<file path="src/rtl/core/kbsc_pkg.sv">
`timescale 1ns / 1ps

package kbsc_pkg;

  // Block geometry
  localparam int unsigned BlockBytes = 64;
  localparam int unsigned IdxW       = $clog2(BlockBytes);
  localparam int unsigned KeyWords   = 8;
  localparam int unsigned KeyIdxW    = $clog2(KeyWords);
  localparam int unsigned GenWords   = 4;

  // Generator constants
  localparam int unsigned GenShift   = 17;
  localparam int unsigned GenRot     = 45;
  localparam int unsigned OutRot     = 23;
  localparam int unsigned MinOnes    = 4;

  // Request opcodes
  localparam logic [1:0] OpEncrypt = 2'd0;
  localparam logic [1:0] OpDecrypt = 2'd1;
  localparam logic [1:0] OpReseed  = 2'd2;

  typedef logic [KeyWords-1:0][63:0] key_t;
  typedef logic [GenWords-1:0][63:0] gen_t;

  // Reverse the bit order of one byte
  function automatic logic [7:0] bit_rev8(input logic [7:0] v);
    logic [7:0] r;
    for (int b = 0; b < 8; b++) begin
      r[7-b] = v[b];
    end
    return r;
  endfunction

  // Count set bits of one byte
  function automatic logic [3:0] popcnt8(input logic [7:0] v);
    logic [3:0] n;
    n = '0;
    for (int b = 0; b < 8; b++) begin
      n = n + {3'b000, v[b]};
    end
    return n;
  endfunction

  // Low byte of the xoshiro256++ output: rotl(g0 + g3, 23) + g0
  function automatic logic [7:0] gen_out_byte(input gen_t g);
    logic [64-OutRot+7:0] s;
    s = g[0][64-OutRot+7:0] + g[3][64-OutRot+7:0];
    return s[64-OutRot+7:64-OutRot] + g[0][7:0];
  endfunction

  // Advance the generator by one step
  function automatic gen_t gen_step(input gen_t g);
    gen_t n;
    logic [63:0] t;
    t    = g[1] << GenShift;
    n[2] = g[2] ^ g[0];
    n[3] = g[3] ^ g[1];
    n[1] = g[1] ^ n[2];
    n[0] = g[0] ^ n[3];
    n[2] = n[2] ^ t;
    n[3] = {n[3][63-GenRot:0], n[3][63:64-GenRot]};
    return n;
  endfunction

  // Permutation entry: key byte i, reduced to a block index
  function automatic logic [IdxW-1:0] perm_idx(input key_t k, input logic [IdxW-1:0] i);
    logic [7:0] kb;
    kb = k[i[IdxW-1:3]][{i[2:0], 3'b000} +: 8];
    return kb[IdxW-1:0];
  endfunction

endpackage

</file>
<file path="src/rtl/core/keyed_block_scramble_cipher_unit.sv">
`timescale 1ns / 1ps

// A data byte is written into the block store; the byte that fills a block starts a flush
// that emits 64 results, and no new request is accepted until the flush ends (busy_o).
// Reset: clears keys, generator state, block position and control; the receiver
// cannot stall, so each result is shown for exactly one cycle under out_valid_o.
module keyed_block_scramble_cipher_unit (
  input  logic                      clk_i,
  input  logic                      rst_ni,
  input  logic                      start_i,
  output logic                      busy_o,
  input  logic [1:0]                opcode_i,
  input  logic [7:0]                in_byte_i,
  input  logic                      cfg_we_i,
  input  logic [kbsc_pkg::KeyIdxW-1:0] cfg_idx_i,
  input  logic [63:0]               cfg_wdata_i,
  output logic                      out_valid_o,
  output logic [7:0]                out_byte_o,
  output logic                      out_last_o
);
  import kbsc_pkg::*;

  typedef enum logic [7:0] {
    StIdle  = 8'b0000_0001,
    StEncRd = 8'b0000_0010,
    StEncKs = 8'b0000_0100,
    StEncOut = 8'b0000_1000,
    StDecA  = 8'b0001_0000,
    StDecAw = 8'b0010_0000,
    StDecRd = 8'b0100_0000,
    StDecKs = 8'b1000_0000
  } state_e;

  state_e state_q, state_d;

  key_t            key_q;
  gen_t            gen_q, gen_d;
  logic [IdxW-1:0] pos_q, pos_d;
  logic [IdxW-1:0] idx_q, idx_d;
  logic [IdxW-1:0] idx_inc;
  logic            idx_last;

  // Memories
  logic [7:0]      store_mem [BlockBytes];
  logic [7:0]      tmp_mem   [BlockBytes];
  logic            store_we, store_re;
  logic [IdxW-1:0] store_raddr;
  logic [7:0]      store_rdata_q;
  logic            tmp_we, tmp_re;
  logic [IdxW-1:0] tmp_waddr, tmp_raddr;
  logic [7:0]      tmp_wdata, tmp_rdata_q;

  // Written marks for the decrypt scatter
  logic [BlockBytes-1:0] vld_q, vld_d;
  logic                  vld_rd_q, vld_rd_d;

  // Scatter write pipeline and encrypt read pipeline
  logic            wr_pend_q, wr_pend_d;
  logic [IdxW-1:0] wr_idx_q;
  logic            enc_pend_q, enc_pend_d;
  logic            enc_last_q, enc_last_d;

  // Output register
  logic            out_valid_q, out_valid_d;
  logic [7:0]      out_byte_q, out_byte_d;
  logic            out_last_q, out_last_d;

  // Keystream candidate
  logic            gen_zero, ks_ok, ks_draw;
  logic [7:0]      ks_cand, ks_byte;
  logic            accept;

  assign accept   = start_i && (state_q == StIdle);
  assign idx_inc  = idx_q + 1'b1;
  assign idx_last = (idx_q == IdxW'(BlockBytes - 1));

  assign gen_zero = ~|gen_q;
  assign ks_cand  = gen_out_byte(gen_q);
  assign ks_ok    = gen_zero || (popcnt8(ks_cand) >= 4'(MinOnes));
  assign ks_byte  = gen_zero ? 8'h00 : ks_cand;
  assign ks_draw  = (state_q == StEncKs) || (state_q == StDecKs);

  // Sequence the fill, the reseed and both flush modes
  always_comb begin
    state_d     = state_q;
    gen_d       = gen_q;
    pos_d       = pos_q;
    idx_d       = idx_q;
    vld_d       = vld_q;
    vld_rd_d    = vld_rd_q;
    store_we    = 1'b0;
    store_re    = 1'b0;
    store_raddr = idx_q;
    tmp_we      = 1'b0;
    tmp_re      = 1'b0;
    tmp_waddr   = idx_q;
    tmp_raddr   = idx_q;
    tmp_wdata   = '0;
    wr_pend_d   = 1'b0;
    enc_pend_d  = 1'b0;
    enc_last_d  = 1'b0;
    out_valid_d = enc_pend_q;
    out_byte_d  = tmp_rdata_q;
    out_last_d  = enc_pend_q && enc_last_q;

    // Advance the generator on every draw cycle unless it is all zero
    if (ks_draw && !gen_zero) begin
      gen_d = gen_step(gen_q);
    end

    unique case (state_q)
      StIdle: begin
        if (accept) begin
          if (opcode_i == OpReseed) begin
            gen_d = key_q[GenWords-1:0];
            pos_d = '0;
          end else if (opcode_i == OpEncrypt || opcode_i == OpDecrypt) begin
            store_we = 1'b1;
            pos_d    = pos_q + 1'b1;
            idx_d    = '0;
            if (pos_q == IdxW'(BlockBytes - 1)) begin
              if (opcode_i == OpEncrypt) begin
                state_d = StEncRd;
              end else begin
                vld_d   = '0;
                state_d = StDecA;
              end
            end
          end
        end
      end
      StEncRd: begin
        store_re = 1'b1;
        state_d  = StEncKs;
      end
      StEncKs: begin
        if (ks_ok) begin
          tmp_we    = 1'b1;
          tmp_wdata = bit_rev8(store_rdata_q ^ ks_byte);
          if (idx_last) begin
            idx_d   = '0;
            state_d = StEncOut;
          end else begin
            idx_d       = idx_inc;
            store_re    = 1'b1;
            store_raddr = idx_inc;
          end
        end
      end
      StEncOut: begin
        tmp_re     = 1'b1;
        tmp_raddr  = perm_idx(key_q, idx_q);
        enc_pend_d = 1'b1;
        enc_last_d = idx_last;
        idx_d      = idx_inc;
        if (idx_last) begin
          state_d = StIdle;
        end
      end
      StDecA: begin
        store_re  = 1'b1;
        wr_pend_d = 1'b1;
        idx_d     = idx_inc;
        if (idx_last) begin
          state_d = StDecAw;
        end
      end
      StDecAw: begin
        idx_d   = '0;
        state_d = StDecRd;
      end
      StDecRd: begin
        tmp_re   = 1'b1;
        vld_rd_d = vld_q[idx_q];
        state_d  = StDecKs;
      end
      StDecKs: begin
        if (ks_ok) begin
          out_valid_d = 1'b1;
          out_byte_d  = bit_rev8(vld_rd_q ? tmp_rdata_q : 8'h00) ^ ks_byte;
          out_last_d  = idx_last;
          if (idx_last) begin
            idx_d   = '0;
            state_d = StIdle;
          end else begin
            idx_d     = idx_inc;
            tmp_re    = 1'b1;
            tmp_raddr = idx_inc;
            vld_rd_d  = vld_q[idx_inc];
          end
        end
      end
      default: begin
        state_d = StIdle;
      end
    endcase

    // Drop the scattered byte into its permuted slot
    if (wr_pend_q) begin
      tmp_we               = 1'b1;
      tmp_waddr            = perm_idx(key_q, wr_idx_q);
      tmp_wdata            = store_rdata_q;
      vld_d[tmp_waddr]     = 1'b1;
    end
  end

  // Hold control state
  always_ff @(posedge clk_i or negedge rst_ni) begin
    if (!rst_ni) begin
      state_q     <= StIdle;
      key_q       <= '0;
      gen_q       <= '0;
      pos_q       <= '0;
      idx_q       <= '0;
      vld_q       <= '0;
      vld_rd_q    <= 1'b0;
      wr_pend_q   <= 1'b0;
      wr_idx_q    <= '0;
      enc_pend_q  <= 1'b0;
      enc_last_q  <= 1'b0;
      out_valid_q <= 1'b0;
      out_byte_q  <= '0;
      out_last_q  <= 1'b0;
    end else begin
      state_q     <= state_d;
      gen_q       <= gen_d;
      pos_q       <= pos_d;
      idx_q       <= idx_d;
      vld_q       <= vld_d;
      vld_rd_q    <= vld_rd_d;
      wr_pend_q   <= wr_pend_d;
      wr_idx_q    <= idx_q;
      enc_pend_q  <= enc_pend_d;
      enc_last_q  <= enc_last_d;
      out_valid_q <= out_valid_d;
      out_byte_q  <= out_byte_d;
      out_last_q  <= out_last_d;
      if (cfg_we_i) begin
        key_q[cfg_idx_i] <= cfg_wdata_i;
      end
    end
  end

  // Raw block store
  always_ff @(posedge clk_i) begin
    if (store_we) begin
      store_mem[pos_q] <= in_byte_i;
    end
    if (store_re) begin
      store_rdata_q <= store_mem[store_raddr];
    end
  end

  // Transformed block store
  always_ff @(posedge clk_i) begin
    if (tmp_we) begin
      tmp_mem[tmp_waddr] <= tmp_wdata;
    end
    if (tmp_re) begin
      tmp_rdata_q <= tmp_mem[tmp_raddr];
    end
  end

  assign busy_o      = (state_q != StIdle);
  assign out_valid_o = out_valid_q;
  assign out_byte_o  = out_byte_q;
  assign out_last_o  = out_last_q;

  // A transformed-store write never collides with a read of the same entry
  assert property (@(posedge clk_i) disable iff (!rst_ni)
    !(tmp_we && tmp_re && (tmp_waddr == tmp_raddr)))
    else $error("tmp store read and write hit the same entry");

  // A zero generator stays zero while drawing
  assert property (@(posedge clk_i) disable iff (!rst_ni)
    (ks_draw && gen_zero) |=> gen_zero)
    else $error("zero generator left its fixed point");

  // The last byte of a block is followed by a quiet cycle
  assert property (@(posedge clk_i) disable iff (!rst_ni)
    (out_valid_o && out_last_o) |=> !out_valid_o)
    else $error("result after last byte of block");

endmodule
</file>
<file path="config.mk">
export PLATFORM = sky130hd
export DESIGN_NAME = keyed_block_scramble_cipher_unit
export DESIGN_NICKNAME = d
export VERILOG_FILES = /design/src/rtl/core/kbsc_pkg.sv /design/src/rtl/core/keyed_block_scramble_cipher_unit.sv
export SDC_FILE = /design/constraint.sdc
export NUM_CORES = 2
export LEC_CHECK = 0
export BUFFER_PORTS_ARGS = -buffer_cell sky130_fd_sc_hd__buf_4
export CAP_MARGIN = 20
export CORE_MARGIN = 2
export CORE_UTILIZATION = 45
export CTS_BUF_LIST = sky130_fd_sc_hd__clkbuf_4
export DETAILED_ROUTE_END_ITERATION = 16
export RECOVER_POWER = 50
export SLEW_MARGIN = 30
export SYNTH_ARGS = -nofsm -noshare
export SYNTH_HDL_FRONTEND = slang
export SYNTH_SLANG_ARGS = --single-unit
</file>
<file path="constraint.sdc">
create_clock -name clk_i -period 8.7 [get_ports clk_i]
set_input_delay 0 -clock clk_i [delete_from_list [all_inputs] [get_ports clk_i]]
set_output_delay 0 -clock clk_i [all_outputs]
set_load 0.02 [all_outputs]
</file>
==> Word level (Yosys, flattened, before mapping) <==
Memories as Yosys holds them, arrays and structs flattened. A register that Yosys moved wholly into a read port is not among the register bits.
Index checks and enable logic that the tools add are counted.
{ "word_totals": {"regBits": 872, "elab_cells": 181, "mem_bits_rw": 1024, "out_inout_bits": 11, "memories": 2, "inputBits": 81} }
{ "memory_table": {"columns": ["name", "words", "width", "rd", "rd_clocked_by_memory_dff", "write_ports", "line_no", "rtl"], "rows": [
  ["store_mem", 64, 8, 1, 1, 1, "keyed_block_scramble_cipher_unit.sv:44", "logic [7:0] store_mem [BlockBytes];"],
  ["tmp_mem", 64, 8, 1, 1, 1, "keyed_block_scramble_cipher_unit.sv:45", "logic [7:0] tmp_mem [BlockBytes];"]
]} }
{ "op_classes": {"magnitude_cmp": 9, "bitwise": 8, "shift": 2, "n_addsub": 11, "reduce_logical": 22, "n_eq_ne": 23, "muxes": 80} }
{ "op_table": {"columns": ["operator", "count"], "rows": [
  ["256-bit 2-to-1 mux", 4],
  ["64-bit 2-to-1 mux", 10],
  ["512-bit bitwise mux", 1],
  ["64-bit binary-select mux with 3-bit select", 2],
  ["64-bit bitwise XOR", 5],
  ["256-bit OR reduction", 1],
  ["64-bit demux with 3-bit select", 1],
  ["8-bit 2-to-1 mux", 16],
  ["64-bit by 7-bit variable part select with 6-bit output", 2],
  ["6-bit 2-to-1 mux", 11],
  ["64-bit OR", 1],
  ["8-bit case mux with 8 select lines", 1],
  ["49-bit adder", 1],
  ["1-bit 2-to-1 mux", 25],
  ["6-bit case mux with 4 select lines", 1],
  ["6-bit by 7-bit < comparator with 1-bit output, second input constant", 3],
  ["4-bit by 1-bit adder with 4-bit output", 4],
  ["8-bit bitwise XOR", 2],
  ["2-bit != test, second input constant", 7],
  ["6-bit by 1-bit adder with 6-bit output, second input constant", 2],
  ["1-bit binary-select mux with 6-bit select", 2],
  ["6-bit equality test, second input constant", 2],
  ["3-bit by 4-bit < comparator with 1-bit output, second input constant", 3],
  ["6-bit case mux with 2 select lines", 1],
  ["32 further kinds", 47]
]} }

==> Logic depth before layout (Yosys ltp) <==
{ "depth": {"word_depth": 16, "depth_mapped": 39} }

==> Worst setup path before layout <==
Ideal clock, no wire load.
{ "synth_path": {"path_kind": "reg2reg", "start": "register gen_q[14] (netlist bit)", "end": "memory tmp_mem[0][0], data pin", "required_time_ps": 7998, "path_slack_ps": -67, "t_arrival_ps": 8065, "stages_incl_launch_ff": 27, "setup_ps": 702, "path_buffers": 1, "cell_sequence": "dfrtp_1 > ha_1 > or3_1 > a2111oi_0 > o21ai_0 > a21oi_1 > nor3_1 > nor2_1 > o21ai_0 > and3_1 > a311oi_1 > xnor2_1 > ha_1 > inv_1 > fa_1 > inv_1 > fa_1 > inv_1 > fa_1 > fa_1 > inv_1 > ha_1 > a311oi_1 > a21oi_4 > buf_2 > nand2_1 > o21ai_0"} }
{ "synth_between": {"elab_chain_cells": 14, "elab_cells_between_ends": 18} }
{ "synth_rtl": {"columns": ["element", "line_no", "rtl"], "rows": [
  ["from (decl)", "keyed_block_scramble_cipher_unit.sv:37", "gen_t gen_q, gen_d;"],
  ["from (signal assigned)", "keyed_block_scramble_cipher_unit.sv:226", "gen_q <= gen_d;"],
  ["49-bit adder", "kbsc_pkg.sv:48", "s = g[0][64-OutRot+7:0] + g[3][64-OutRot+7:0];"],
  ["8-bit adder", "kbsc_pkg.sv:49", "return s[64-OutRot+7:64-OutRot] + g[0][7:0];"],
  ["1-bit by 1-bit adder with 2-bit output", "kbsc_pkg.sv:40", "n = n + {3'b000, v[b]};"],
  ["2-bit by 1-bit adder with 3-bit output", "kbsc_pkg.sv:40", null],
  ["3-bit by 1-bit adder with 4-bit output", "kbsc_pkg.sv:40", null],
  ["4-bit by 1-bit adder with 4-bit output (4 in series)", "kbsc_pkg.sv:40", null],
  ["4-bit by 3-bit greater-or-equal comparator with 1-bit output", "keyed_block_scramble_cipher_unit.sv:79", "assign ks_ok = gen_zero || (popcnt8(ks_cand) >= 4'(MinOnes));"],
  ["1-bit logical OR", "keyed_block_scramble_cipher_unit.sv:79", null],
  ["8-bit 2-to-1 mux (*)", "keyed_block_scramble_cipher_unit.sv:137", "if (ks_ok) begin"],
  ["8-bit 2-to-1 mux (*)", "keyed_block_scramble_cipher_unit.sv:111", "unique case (state_q)"],
  ["8-bit 2-to-1 mux (*)", "keyed_block_scramble_cipher_unit.sv:199", "if (wr_pend_q) begin"],
  ["via tmp_wdata[0]", "keyed_block_scramble_cipher_unit.sv:51", "logic [7:0] tmp_wdata, tmp_rdata_q;"],
  ["to (decl)", "keyed_block_scramble_cipher_unit.sv:45", null]
]} }
Mark *: on every way through the listed nets, which the timed path passes. The rest lies on a longest branch.

==> Worst setup path after layout <==
{ "layout_path": {"start": "register gen_q[20] (netlist bit)", "end": "register tmp_rdata_q[4] (read register of tmp_mem), data pin"} }
{ "layout_between": {"elab_chain_cells": 13, "elab_cells_between_ends": 17} }
{ "layout_rtl": {"columns": ["element", "line_no", "rtl"], "rows": [
  ["49-bit adder", "kbsc_pkg.sv:48", null],
  ["8-bit adder", "kbsc_pkg.sv:49", null],
  ["1-bit by 1-bit adder with 2-bit output", "kbsc_pkg.sv:40", null],
  ["2-bit by 1-bit adder with 3-bit output", "kbsc_pkg.sv:40", null],
  ["3-bit by 1-bit adder with 4-bit output", "kbsc_pkg.sv:40", null],
  ["4-bit by 1-bit adder with 4-bit output (4 in series)", "kbsc_pkg.sv:40", null],
  ["4-bit by 3-bit greater-or-equal comparator with 1-bit output", "keyed_block_scramble_cipher_unit.sv:79", null],
  ["1-bit logical OR (*)", "keyed_block_scramble_cipher_unit.sv:79", null],
  ["6-bit 2-to-1 mux or 1-bit 2-to-1 mux (tied branches)", "keyed_block_scramble_cipher_unit.sv:178", "if (ks_ok) begin"],
  ["6-bit case mux with 2 select lines or 1-bit case mux with 2 select lines (tied branches)", "keyed_block_scramble_cipher_unit.sv:111", null],
  ["to (decl)", "keyed_block_scramble_cipher_unit.sv:51", null]
]} }
Every way passes the cells marked *; elsewhere a longest branch is shown, timed or not.
A chain may end at the register's enable or synchronous reset.

==> impl_metrics.json <==
{
  "worstPathArrival_ns": 9.41,
  "avgSynthCellArea_um2": 13.1,
  "nFillCells": 16500,
  "slew_viol_final": 1202,
  "final_cell_area_mm2": 0.0984,
  "drive_above_1_share": 0.245,
  "p_leak_nw": 36.6,
  "hp-class": "primary input to flop",
  "critPathMaxStageDelay_ns": 0.52,
  "syn_area_mm2": 0.0857,
  "drv_cap": 25,
  "area_growth_syn_to_layout_pct": 14.8,
  "antenna_found_initial": 26,
  "drtAntennaViolNets": 0,
  "violations": "max-capacitance violations, max-slew violations",
  "cts_sinks": 1848,
  "vias": 59900,
  "status": "complete, but fails checks",
  "coreArea_mm2": 0.190,
  "wl_mm": 273,
  "crit_path_end_kind": "flop",
  "yosysSeqAreaShare": 0.600,
  "synth-main-ff-cell": "edfxtp_1",
  "min_period_ns": 8.25,
  "start_util": 0.452,
  "die_y_um": 440,
  "die_area_mm2": 0.194,
  "clk_latency_ns": 1.45,
  "ios": 92,
  "io_buffers": 91,
  "post-route-period-util": 0.949,
  "syn_nets": 6680,
  "dp_slack_ns": 0.352,
  "fin_nets": 7310,
  "rows": 160,
  "max_freq_mhz": 121,
  "yosysWarnings": 0,
  "crit_slowest_cell": "dfrtp_1",
  "synthDistinctLibCells": 86,
  "syn_inst": 6535,
  "die_x_um": 440,
  "worstSetupStartpointType": "flop",
  "finalWorstSetupSlack_ns": 0.446,
  "cts_buffer_depth": 4,
  "placed_cell_area_mm2": 0.0901,
  "cts.clk_slew.worst_paths_ns": 0.07,
  "grt_pass1_vias": 59500,
  "async_reset_ff_frac": 0.437,
  "grt.overflow.total": 0,
  "grt_pass1_wl_mm": 401,
  "p_per_area_mw_per_mm2": 235,
  "gp_congestion": 0.981,
  "dr.pass1.iters": 6,
  "tritoncts": "done",
  "drt_drc_violations_left": 0,
  "hpwl_mm": 179,
  "cts_buffers": 491,
  "timing_worst_setup_path_type": "flop to flop",
  "wl_per_cell_um": 27.1,
  "rsz0062_at_grt": "yes",
  "ir_drop_uv": 380,
  "maxSlewHeadroom": -3.14,
  "drtIter0Drc": 6663,
  "grt_usage": 0.279,
  "ys_seq_elements": 1848,
  "synth-edff-count": 1040,
  "h-tree-depth": 5,
  "worstPathRequired_ns": 9.85,
  "hold_viol": 0,
  "worstMarginPinSlew_ns": 6.21,
  "grt_max_degree": 228,
  "setup_viol": 0,
  "cts_root_buf": "clkbuf_4",
  "via_per_inst": 5.96,
  "worstPathMaxFanout": 13,
  "fin_skew_ns": 0.116
}
==> logic make-up (layout without fill, tap and decap cells) <==
kind of cell / after synthesis / count (layout) / share of synthesized area
AO/OA/AOI/OAI: 1016 / 1017 / 0.0772
XOR/XNOR: 404 / 404 / 0.0413
adder cells (fa/ha/maj): 64 / 64 / 0.00970
buffers and inverters: 442 / 1436 / 0.0220
flip-flops: 1848 / 1848 / 0.600
multiplexers: 977 / 977 / 0.159
other: 0 / 12 / 0
AND/OR/NAND/NOR: 1784 / 1786 / 0.0899
==> critical path, delay by kind of cell (launching register included) <==
family | cells | cell delay (ns)
buffers and inverters | 4 | 0.59
AO/OA/AOI/OAI | 11 | 2.54
AND/OR/NAND/NOR | 11 | 1.74
flip-flops | 1 | 0.52
XOR/XNOR | 2 | 0.45
adder cells (fa/ha/maj) | 6 | 2.12
==> synthesized netlist by cell type, types with 36 or more instances <==
master,n,area (µm²)
buf_2,114,571
dfrtp_1,807,20200
nand4_1,47,294
o22ai_1,56,350
nor2_1,395,1480
a22o_1,36,315
mux4_2,261,5880
a32oi_1,106,928
edfxtp_1,1040,31200
a31oi_1,39,244
nand3_1,114,571
clkbuf_1,235,882
nor3_1,98,490
nor4_1,75,469
buf_1,44,165
mux2i_1,236,2360
a32o_1,55,551
ha_1,60,751
nand2_1,922,3460
mux2_2,476,5360
xnor2_1,370,3240
a21oi_1,207,1040
o21ai_0,346,1730
==> per-layer routing <==
layer	routed length, µm	global-route usage	part of all wire	vias to the layer above
met1	117000	0.400	0.43	30800
met2	124000	0.424	0.46	2652
met4	8220	0.0904	0.030	10
met3	22800	0.0585	0.084	523
li1	-	-	-	26000
met5	61	0	0.00022	-
==> per-stage QoR <==
stage	hold slack (ns)	utilization	total power, mW	setup TNS, ns	instances
3_5_place_dp	0.139	0.475	15.6	0	8939
3_3_place_gp	0.141	0.475	15.5	0	8939
6_report	0.114	0.519	23.1	0	10100
4_1_cts	0.00322	0.519	23.2	0	10000
2_1_floorplan	-0.296	-	13.6	-33.34	6535
5_1_grt	0.0585	0.519	24.1	-0.0259	10100
==> flip-flops by register name (all words and copies together) (netlist names), 6 cells and up <==
signal,count
key_q,448
gen_q,256
store_rdata_q,8
pos_q,6
state_q,8
store_mem,512
vld_q,64
idx_q,6
tmp_mem,512
wr_idx_q,6
out_byte_o,8
tmp_rdata_q,8
==> worst paths after layout <==
path | start | endpoint | slack (ns) | cells after the start
max | gen_q[20]$_DFF_PN0_ | tmp_rdata_q[4]$_DFFE_PP_ | 0.45 | 34
min | cfg_idx_i[2] | key_q[477]$_DFFE_PN0P_ | 0.11 | 4
max reg2reg | gen_q[20]$_DFF_PN0_ | tmp_rdata_q[4]$_DFFE_PP_ | 0.45 | 34
min reg2reg | key_q[150]$_DFFE_PN0P_ | gen_q[150]$_DFF_PN0_ | 0.45 | 2
max in group asynchronous | rst_ni | key_q[276]$_DFFE_PN0P_ | 1.32 | 8
min in group asynchronous | rst_ni | key_q[43]$_DFFE_PN0P_ | 1.99 | 5
==> power breakdown <==
part           internal [mW]  total [mW]  switching (mW)
registers               9.99        11.0            1.02
logic                   2.14        4.65            2.51
clock network           3.83        7.48            3.65
==> what timing repair did <==
| action | 4_1_cts | 5_1_grt |
|---|---|---|
| hold endpoints to repair | 2341 | 0 |
| endpoints found under the setup margin | 0 | 56 |
| hold buffers | 218 | 0 |
| setup buffers | 0 | 20 |
| resized for setup | 0 | 20 |
==> area by class of cell <==
| class | count | area, µm² | area share |
|---|---|---|---|
| Antenna cell | 12 | 30.0 | 0.000305 |
| Timing Repair Buffer | 545 | 4930 | 0.0501 |
| Multi-Input combinational cell | 4248 | 32700 | 0.332 |
| Clock inverter | 153 | 718 | 0.00730 |
| Tap cell | 2511 | 3140 | 0.0319 |
| Sequential cell | 1848 | 51500 | 0.523 |
| Inverter | 31 | 116 | 0.00118 |
| Clock buffer | 707 | 5310 | 0.0539 |
==> layout by cell type, fill, tap and decap left out, types with 56 or more instances in the layout <==
master and n:
nor4_1 71, mux2i_1 236, dlygate4sd3_1 206, nor3_1 94
a21oi_1 203, o22ai_1 56, edfxtp_1 1040, nor2_1 394
a32oi_1 106, clkinv_1 117, mux4_2 261, mux2_2 475
clkbuf_4 708, xnor2_1 370, o21ai_0 334, nand3_1 114
dfrtp_1 800, nand2_1 920, ha_1 60, buf_4 242
Note: power is estimated with default switching activity, not from simulation.
